File: src/rtl/ufe_pkg.sv
// Shared types, codes and character helpers for the form-style percent encoder.
package ufe_pkg;

  localparam int unsigned BYTE_W  = 8;
  localparam int unsigned LIMIT_W = 12;
  localparam int unsigned COUNT_W = 13;
  localparam int unsigned KIND_W  = 2;

  localparam logic [LIMIT_W-1:0] LIMIT_RESET = 12'd500;

  // Command kinds handed from the front to the back
  localparam logic [KIND_W-1:0] KIND_CHAR = 2'd0;  // one literal character
  localparam logic [KIND_W-1:0] KIND_HEX  = 2'd1;  // '%' plus two hex digits
  localparam logic [KIND_W-1:0] KIND_TERM = 2'd2;  // end of message

  localparam logic [BYTE_W-1:0] CH_PLUS    = 8'h2B;
  localparam logic [BYTE_W-1:0] CH_PERCENT = 8'h25;
  localparam logic [BYTE_W-1:0] CH_SPACE   = 8'h20;
  localparam logic [BYTE_W-1:0] CH_NUL     = 8'h00;

  typedef struct packed {
    logic [KIND_W-1:0]  kind;
    logic [BYTE_W-1:0]  data;     // mapped char, or raw byte for hex
    logic [COUNT_W-1:0] length;   // terminator only
    logic               trunc;    // terminator only
  } ufe_entry_t;

  // Unreserved characters pass through unchanged
  function automatic logic is_pass(input logic [BYTE_W-1:0] c);
    logic r;
    r = ((c >= 8'h41) && (c <= 8'h5A)) || ((c >= 8'h61) && (c <= 8'h7A)) ||
        ((c >= 8'h30) && (c <= 8'h39)) ||
        (c == 8'h2D) || (c == 8'h5F) || (c == 8'h2E) || (c == 8'h7E);
    return r;
  endfunction

  // Upper-case hex digit for one nibble
  function automatic logic [BYTE_W-1:0] hex_char(input logic [3:0] n);
    logic [BYTE_W-1:0] r;
    if (n < 4'd10) begin
      r = 8'h30 + {4'd0, n};
    end else begin
      r = 8'h37 + {4'd0, n};
    end
    return r;
  endfunction

endpackage

File: src/rtl/ufe_front.sv
// Front end: accepts source bytes, classifies them, tracks length and stop state.
module ufe_front (
  input  logic                        clk,
  input  logic                        rst,
  input  logic                        in_valid,
  output logic                        in_stall,
  input  logic [ufe_pkg::BYTE_W-1:0]  source_byte,
  input  logic [ufe_pkg::LIMIT_W-1:0] length_limit,
  input  logic                        q_full,
  output logic                        push,
  output ufe_pkg::ufe_entry_t         push_entry
);
  import ufe_pkg::*;

  logic [COUNT_W-1:0] output_count;
  logic [COUNT_W-1:0] output_count_next;
  logic               stopped_flag;
  logic               accept;
  logic               is_end;
  logic               esc;

  assign in_stall = q_full;
  assign accept   = in_valid && !in_stall;
  assign is_end   = (source_byte == CH_NUL);
  assign esc      = !is_pass(source_byte) && (source_byte != CH_SPACE);
  assign push     = accept && (is_end || !stopped_flag);

  assign output_count_next = output_count + (esc ? COUNT_W'(3) : COUNT_W'(1));

  // Classify the byte into a back-end command
  always_comb begin
    push_entry.length = '0;
    push_entry.trunc  = 1'b0;
    push_entry.data   = source_byte;
    if (is_end) begin
      push_entry.kind   = KIND_TERM;
      push_entry.data   = CH_NUL;
      push_entry.length = output_count;
      push_entry.trunc  = stopped_flag;
    end else if (esc) begin
      push_entry.kind = KIND_HEX;
    end else begin
      push_entry.kind = KIND_CHAR;
      if (source_byte == CH_SPACE) begin
        push_entry.data = CH_PLUS;
      end
    end
  end

  // Running length and stop flag
  always_ff @(posedge clk) begin
    if (rst) begin
      output_count <= '0;
      stopped_flag <= 1'b0;
    end else if (push) begin
      if (is_end) begin
        output_count <= '0;
        stopped_flag <= 1'b0;
      end else begin
        output_count <= output_count_next;
        if (output_count_next >= {1'b0, length_limit}) begin
          stopped_flag <= 1'b1;
        end
      end
    end
  end

endmodule

File: src/rtl/ufe_queue.sv
// Short command queue between the front and the back.
module ufe_queue #(
  parameter int unsigned DEPTH = 4
) (
  input  logic                clk,
  input  logic                rst,
  input  logic                push,
  input  ufe_pkg::ufe_entry_t push_entry,
  output logic                full,
  input  logic                pop,
  output logic                empty,
  output ufe_pkg::ufe_entry_t head
);
  import ufe_pkg::*;

  localparam int unsigned PTR_W = (DEPTH > 1) ? $clog2(DEPTH) : 1;
  localparam int unsigned CNT_W = $clog2(DEPTH + 1);

  ufe_entry_t       slots [DEPTH];
  logic [PTR_W-1:0] wr_ptr;
  logic [PTR_W-1:0] rd_ptr;
  logic [CNT_W-1:0] fill;

  assign full  = (fill == CNT_W'(DEPTH));
  assign empty = (fill == '0);
  assign head  = slots[rd_ptr];

  // Storage
  always_ff @(posedge clk) begin
    if (push) begin
      slots[wr_ptr] <= push_entry;
    end
  end

  // Pointers and fill level
  always_ff @(posedge clk) begin
    if (rst) begin
      wr_ptr <= '0;
      rd_ptr <= '0;
      fill   <= '0;
    end else begin
      if (push) begin
        wr_ptr <= (wr_ptr == PTR_W'(DEPTH - 1)) ? '0 : wr_ptr + PTR_W'(1);
      end
      if (pop) begin
        rd_ptr <= (rd_ptr == PTR_W'(DEPTH - 1)) ? '0 : rd_ptr + PTR_W'(1);
      end
      case ({push, pop})
        2'b10:   fill <= fill + CNT_W'(1);
        2'b01:   fill <= fill - CNT_W'(1);
        default: fill <= fill;
      endcase
    end
  end

endmodule

File: src/rtl/ufe_back.sv
// Back end: expands queued commands into output characters, one beat per unstalled cycle.
module ufe_back (
  input  logic                        clk,
  input  logic                        rst,
  input  logic                        empty,
  input  ufe_pkg::ufe_entry_t         head,
  output logic                        pop,
  output logic                        out_valid,
  input  logic                        out_stall,
  output logic [ufe_pkg::BYTE_W-1:0]  out_char,
  output logic                        last_of_run,
  output logic                        end_of_message,
  output logic [ufe_pkg::COUNT_W-1:0] encoded_length,
  output logic                        truncated
);
  import ufe_pkg::*;

  logic [1:0]        step;
  logic              load;
  logic              take;
  logic [BYTE_W-1:0] ch;
  logic              last;

  assign load = !out_valid || !out_stall;
  assign take = load && !empty;
  assign pop  = take && last;

  // Pick the character for the current step of the head command
  always_comb begin
    ch   = head.data;
    last = 1'b1;
    unique case (head.kind)
      KIND_HEX: begin
        case (step)
          2'd0:    begin ch = CH_PERCENT;               last = 1'b0; end
          2'd1:    begin ch = hex_char(head.data[7:4]); last = 1'b0; end
          default: begin ch = hex_char(head.data[3:0]); last = 1'b1; end
        endcase
      end
      KIND_TERM: ch = CH_NUL;
      default:   ch = head.data;
    endcase
  end

  // Step counter within an escaped byte
  always_ff @(posedge clk) begin
    if (rst) begin
      step <= '0;
    end else if (take) begin
      step <= last ? 2'd0 : step + 2'd1;
    end
  end

  // Output register
  always_ff @(posedge clk) begin
    if (rst) begin
      out_valid <= 1'b0;
    end else if (load) begin
      out_valid <= !empty;
    end
  end

  always_ff @(posedge clk) begin
    if (take) begin
      out_char       <= ch;
      last_of_run    <= last;
      end_of_message <= (head.kind == KIND_TERM);
      encoded_length <= (head.kind == KIND_TERM) ? head.length : '0;
      truncated      <= (head.kind == KIND_TERM) && head.trunc;
    end
  end

endmodule

File: src/rtl/url_form_percent_encoder.sv
// Form-style percent encoder top level: config register, front, queue, back.
// Throughput: one output character per cycle while out_stall is low; a pass-through or
//   space byte yields one character, an escaped byte three, a zero byte one, and a byte
//   dropped after the stop none. The single-character output register sets this figure.
// Path: a byte is queued first; its first character then loads the output register.
// Reset (rst, synchronous): clears length, stop flag, queue and output valid;
//   length_limit returns to 500.
module url_form_percent_encoder #(
  parameter int unsigned QUEUE_DEPTH = 4
) (
  input  logic                        clk,
  input  logic                        rst,
  input  logic                        cfg_valid,
  output logic                        cfg_ready,
  input  logic [ufe_pkg::LIMIT_W-1:0] cfg_data,
  input  logic                        in_valid,
  output logic                        in_stall,
  input  logic [ufe_pkg::BYTE_W-1:0]  source_byte,
  output logic                        out_valid,
  input  logic                        out_stall,
  output logic [ufe_pkg::BYTE_W-1:0]  out_char,
  output logic                        last_of_run,
  output logic                        end_of_message,
  output logic [ufe_pkg::COUNT_W-1:0] encoded_length,
  output logic                        truncated
);
  import ufe_pkg::*;

  logic [LIMIT_W-1:0] length_limit;
  logic               q_push;
  logic               q_pop;
  logic               q_full;
  logic               q_empty;
  ufe_entry_t         q_in;
  ufe_entry_t         q_head;

  // Configuration register
  assign cfg_ready = 1'b1;

  always_ff @(posedge clk) begin
    if (rst) begin
      length_limit <= LIMIT_RESET;
    end else if (cfg_valid && cfg_ready) begin
      length_limit <= cfg_data;
    end
  end

  ufe_front u_front (
    .clk          (clk),
    .rst          (rst),
    .in_valid     (in_valid),
    .in_stall     (in_stall),
    .source_byte  (source_byte),
    .length_limit (length_limit),
    .q_full       (q_full),
    .push         (q_push),
    .push_entry   (q_in)
  );

  ufe_queue #(
    .DEPTH (QUEUE_DEPTH)
  ) u_queue (
    .clk        (clk),
    .rst        (rst),
    .push       (q_push),
    .push_entry (q_in),
    .full       (q_full),
    .pop        (q_pop),
    .empty      (q_empty),
    .head       (q_head)
  );

  ufe_back u_back (
    .clk            (clk),
    .rst            (rst),
    .empty          (q_empty),
    .head           (q_head),
    .pop            (q_pop),
    .out_valid      (out_valid),
    .out_stall      (out_stall),
    .out_char       (out_char),
    .last_of_run    (last_of_run),
    .end_of_message (end_of_message),
    .encoded_length (encoded_length),
    .truncated      (truncated)
  );

  // Checks
  a_no_push_full: assert property (@(posedge clk) disable iff (rst) !(q_push && q_full))
    else $error("queue written while full");
  a_term_last: assert property (@(posedge clk) disable iff (rst)
    (out_valid && end_of_message) |-> (last_of_run && (out_char == CH_NUL)))
    else $error("terminator beat malformed");
  a_char_fields: assert property (@(posedge clk) disable iff (rst)
    (out_valid && !end_of_message) |-> ((encoded_length == '0) && !truncated))
    else $error("length or flag set on character beat");
  a_no_pop_empty: assert property (@(posedge clk) disable iff (rst) !(q_pop && q_empty))
    else $error("queue read while empty");

endmodule
File: config.mk
export PLATFORM = sky130hd
export DESIGN_NAME = url_form_percent_encoder
export DESIGN_NICKNAME = d
export VERILOG_FILES = /design/src/rtl/ufe_pkg.sv /design/src/rtl/ufe_front.sv /design/src/rtl/ufe_queue.sv /design/src/rtl/ufe_back.sv /design/src/rtl/url_form_percent_encoder.sv
export SDC_FILE = /design/constraint.sdc
export NUM_CORES = 1
export LEC_CHECK = 0
export BUFFER_PORTS_ARGS = -buffer_cell sky130_fd_sc_hd__buf_2
export CAP_MARGIN = 30
export CORE_AREA = 10 10 133 111
export DETAILED_ROUTE_END_ITERATION = 12
export DIE_AREA = 0 0 143 121
export MAX_ROUTING_LAYER = met4
export PLACE_DENSITY = 0.74
export REMOVE_ABC_BUFFERS = 1
export SLEW_MARGIN = 20
export SYNTH_ARGS = -nofsm -noshare
export SYNTH_HDL_FRONTEND = slang
export SYNTH_SLANG_ARGS = --single-unit
File: constraint.sdc
create_clock -name clk -period 4.75 [get_ports clk]
set_input_delay 0.95 -clock clk [delete_from_list [all_inputs] [get_ports clk]]
set_output_delay 0.95 -clock clk [all_outputs]
set_load 0.01 [all_outputs]
==> impl_metrics.tcl <==
set metrics [dict create \
    power.internal_mw 3.02 \
    coreArea_mm2 0.0120 \
    routedWlPerCell_um 18.7 \
    die_w_um 143 \
    grt_use_met2_pct 26.0 \
    reg2reg_slack_ns 1.28 \
    reg2reg_depth 11 \
    gr-total-overflow 0 \
    worstSetupPathType "primary input to register" \
    cts_setup_buffers 0 \
    syn_area_mm2 0.00709 \
    yosysSeqAreaShare_pct 61.5 \
    grt_max_degree 32 \
    chipHeight_um 121 \
    cp_slowest_cell "a211oi_1" \
    nFillCells 853 \
    slowest_delay_ns 0.49 \
    clkPwrFrac_pct 29.6 \
    start_util_pct 59.0 \
    syn_to_final_growth_pct 12.9 \
    mostFrequentLayoutCell "edfxtp_1" \
    clockBufferDepth 2 \
    portBuffers 50 \
    drive_gt1_share_pct 20.9 \
    fin_crit_sh_pct 86.9 \
    hold_viol 0 \
    fin_area_mm2 0.00801 \
    synth_area_leaders "edfxtp_1 51%, dfxtp_1 11%, mux4_2 7.6%" \
    cp-start-kind "primary input" \
    use_met3_pct 5.16 \
    crit_end "u_front.stopped_flag$_SDFFE_PP0P_" \
    route.detailed.drc 0 \
    power_leakage_nw 3.05 \
    fin_skew_ns 0.00694 \
    drv_cap 0 \
    yosysTopAreaCell "edfxtp_1" \
    syn_inst 527 \
    wl_mm 14.0 \
    insertion_delay_ns 0.42 \
    ctsHoldBuffers 0 \
    setup_viol 0 \
    syn_avg_cell_area_um2 13.5 \
    worst_ep_arrival_time_ns 4.40 \
    drtIter0Drc 356 \
    busiest_layer "met2" \
    min_path_type "register to register" \
    grt_antenna_before_repair 0 \
    tightestPinTransition_ns 0.806 \
    via_per_inst 5.77 \
    crit_path_cell_trace "buf_2, or3_1, a21oi_1, nor2_1, nor2_1, a2111oi_0, a211oi_1, fa_1, nand3_2, nor3_2, nand3_1, xnor2_1, ha_1, a21o_1, a2111oi_0, a211oi_1" \
    first_pass_iters 5 \
    hpwlAfterDp_mm 9.24 \
    period_needed_ns 4.13 \
    io_pins 52 \
    tritoncts "done" \
    diodes 0 \
    grt_use_total_pct 17.2 \
    nets 632 \
    ys_warn_count 0 \
    cp_max_fo 5 \
    cts-root-buf "clkbuf_16" \
    cp.depth 16 \
    ys_async_sr_fraction_pct 0 \
    rr_endpoint "u_queue.fill[2]$_SDFFE_PP0P_" \
    regArea_mm2 0.00436 \
    die-area_mm2 0.0173 \
    status "complete, no violations" \
    gp_congestion 0.893 \
    synth_flop_cell "edfxtp_1" \
    mostFrequentLayoutCells "120 x edfxtp_1, 50 x buf_2, 44 x nand2_1" \
    power_density_mw_per_mm2 542 \
    ys_ff_latch 158 \
    cts_sinks 158 \
    grt_pass1_vias 4371 \
    slew_headroom_pct 46.2 \
    dr_total_vias 4299 \
    synth.distinct_cells 61 \
    dpl_cell_area_mm2 0.00745 \
    cts_made_buffers 17 \
    p_comb_share_pct 26.8 \
    sw_frac_of_total_pct 30.3 \
    cp_top_family "compound AO/OA/AOI/OAI gates" \
    use_met1_pct 21.8 \
    tns_ns 0 \
    crit_required_ns 5.02 \
    worstSetupStartpoint "source_byte[1]" \
    worst_setup_path_end_kind "register" \
    yosysTopAreaCellShare_pct 50.8 \
    rows 36 \
    antenna_left 0 \
    irDropWorstVdd_uv 377 \
    fmax_mhz 242 \
    htree_levels 4 \
    rsz0062_at_grt "no" \
    switchingPower_mw 1.31 \
    multi_input_area_mm2 0.00246 \
    cts_resized 0 \
    maxSlewViolCount 0 \
    clkSlewWorstSetupHoldPaths_ns 0.06 \
    seqPwrFrac_pct 43.5 \
    critPathBufInv 1 \
    grt_first_pass_wirelength_mm 22.4 \
    synth_edf_count 120 \
]
[flip-flops by register name, summed over array words and instances (netlist names), named ones only]
register,cells
length_limit,12
u_back.encoded_length,13
u_back.end_of_message,1
u_back.last_of_run,1
u_back.out_char,8
u_back.out_valid,1
u_back.step,2
u_back.truncated,1
u_front.output_count,13
u_front.stopped_flag,1
u_queue.fill,3
u_queue.rd_ptr,2
u_queue.slots,96
u_queue.wr_ptr,2
[Yosys cell counts, drive strengths merged, types with 4 or more instances]
library cell / instances
edfxtp: 120
nand2: 45
dfxtp: 38
a21oi: 36
and2: 33
inv: 32
nor2: 29
ha: 25
mux4: 24
clkbuf: 17
o21ai: 13
nand3: 9
nor3: 8
xor2: 8
buf: 7
o211ai: 7
xnor2: 7
mux2i: 6
nand3b: 6
nand2b: 5
a22o: 4
a22oi: 4
and3: 4
nor2b: 4
[metal layers]
layer	wire, um	up-vias	part of all wire (%)
li1	-	2041	-
met1	6320	2081	45
met2	6560	165	47
met3	935	12	6.7
met4	146	0	1.0
met5	0	-	0
[through the flow]
stage | setup slack, ns | instances | utilization (%) | hold slack (ns) | power (mW)
after floorplan | 0.736 | 502 | - | 0.426 | 2.67
after global routing | 0.352 | 745 | 66.6 | 0.502 | 4.58
after CTS | 0.614 | 745 | 66.6 | 0.464 | 4.38
final | 0.620 | 745 | 66.6 | 0.463 | 4.34
after detailed placement | 0.239 | 713 | 62.0 | 0.456 | 3.09
after global placement | 0.401 | 713 | 62.0 | 0.445 | 3.04
[power groups by stage]
stage,combinational [mW],clock [mW],sequential [mW]
floorplan,0.679,0,1.99
global placement,1.14,0,1.91
detailed placement,1.17,0,1.92
CTS,1.19,1.31,1.89
global route,1.30,1.37,1.91
finish,1.16,1.29,1.89
[worst min path at each step]
stage	startpoint	endpoint	slack (ns)	cells after the start
4_1_cts	u_back.step[1]$_SDFFE_PP0P_	u_back.step[1]$_SDFFE_PP0P_	0.46	2
3_5_place_dp	u_back.step[1]$_SDFFE_PP0P_	u_back.step[1]$_SDFFE_PP0P_	0.46	2
3_3_place_gp	u_back.step[1]$_SDFFE_PP0P_	u_back.step[1]$_SDFFE_PP0P_	0.44	2
5_1_grt	u_back.out_valid$_SDFFE_PP0N_	u_back.out_valid$_SDFFE_PP0N_	0.50	2
2_1_floorplan	u_back.step[1]$_SDFFE_PP0P_	u_back.step[1]$_SDFFE_PP0P_	0.43	2
6_report	u_back.step[1]$_SDFFE_PP0P_	u_back.step[1]$_SDFFE_PP0P_	0.46	2
[kinds of logic (layout without fill, tap and decap cells)]
| kind of cell | Yosys count | after routing | synth area share, % |
|---|---|---|---|
| buf+inv | 57 | 123 | 3.81 |
| xor+xnor | 15 | 15 | 1.85 |
| fa+ha+maj | 27 | 27 | 4.97 |
| simple gates | 157 | 157 | 11.9 |
| other cells | 1 | 1 | 0.0529 |
| compound gates | 82 | 82 | 7.39 |
| mux | 30 | 30 | 8.47 |
| flops | 158 | 158 | 61.5 |
[tightest hold or removal path, stage by stage, from the launching register on]
cell and delay, ns:
dfxtp_1 0.31, nand2_1 0.05, a21oi_1 0.05
[layout make-up]
class                      instances  area share, %
sequential                       158           54.5
inverter                          32           1.50
timing repair buffer              59           3.97
multi-input combinational        312           30.7
tap                              152           2.37
clock buffer                      21           5.50
clock inverter                    11           1.47
Power figures use the tool's default switching activity.
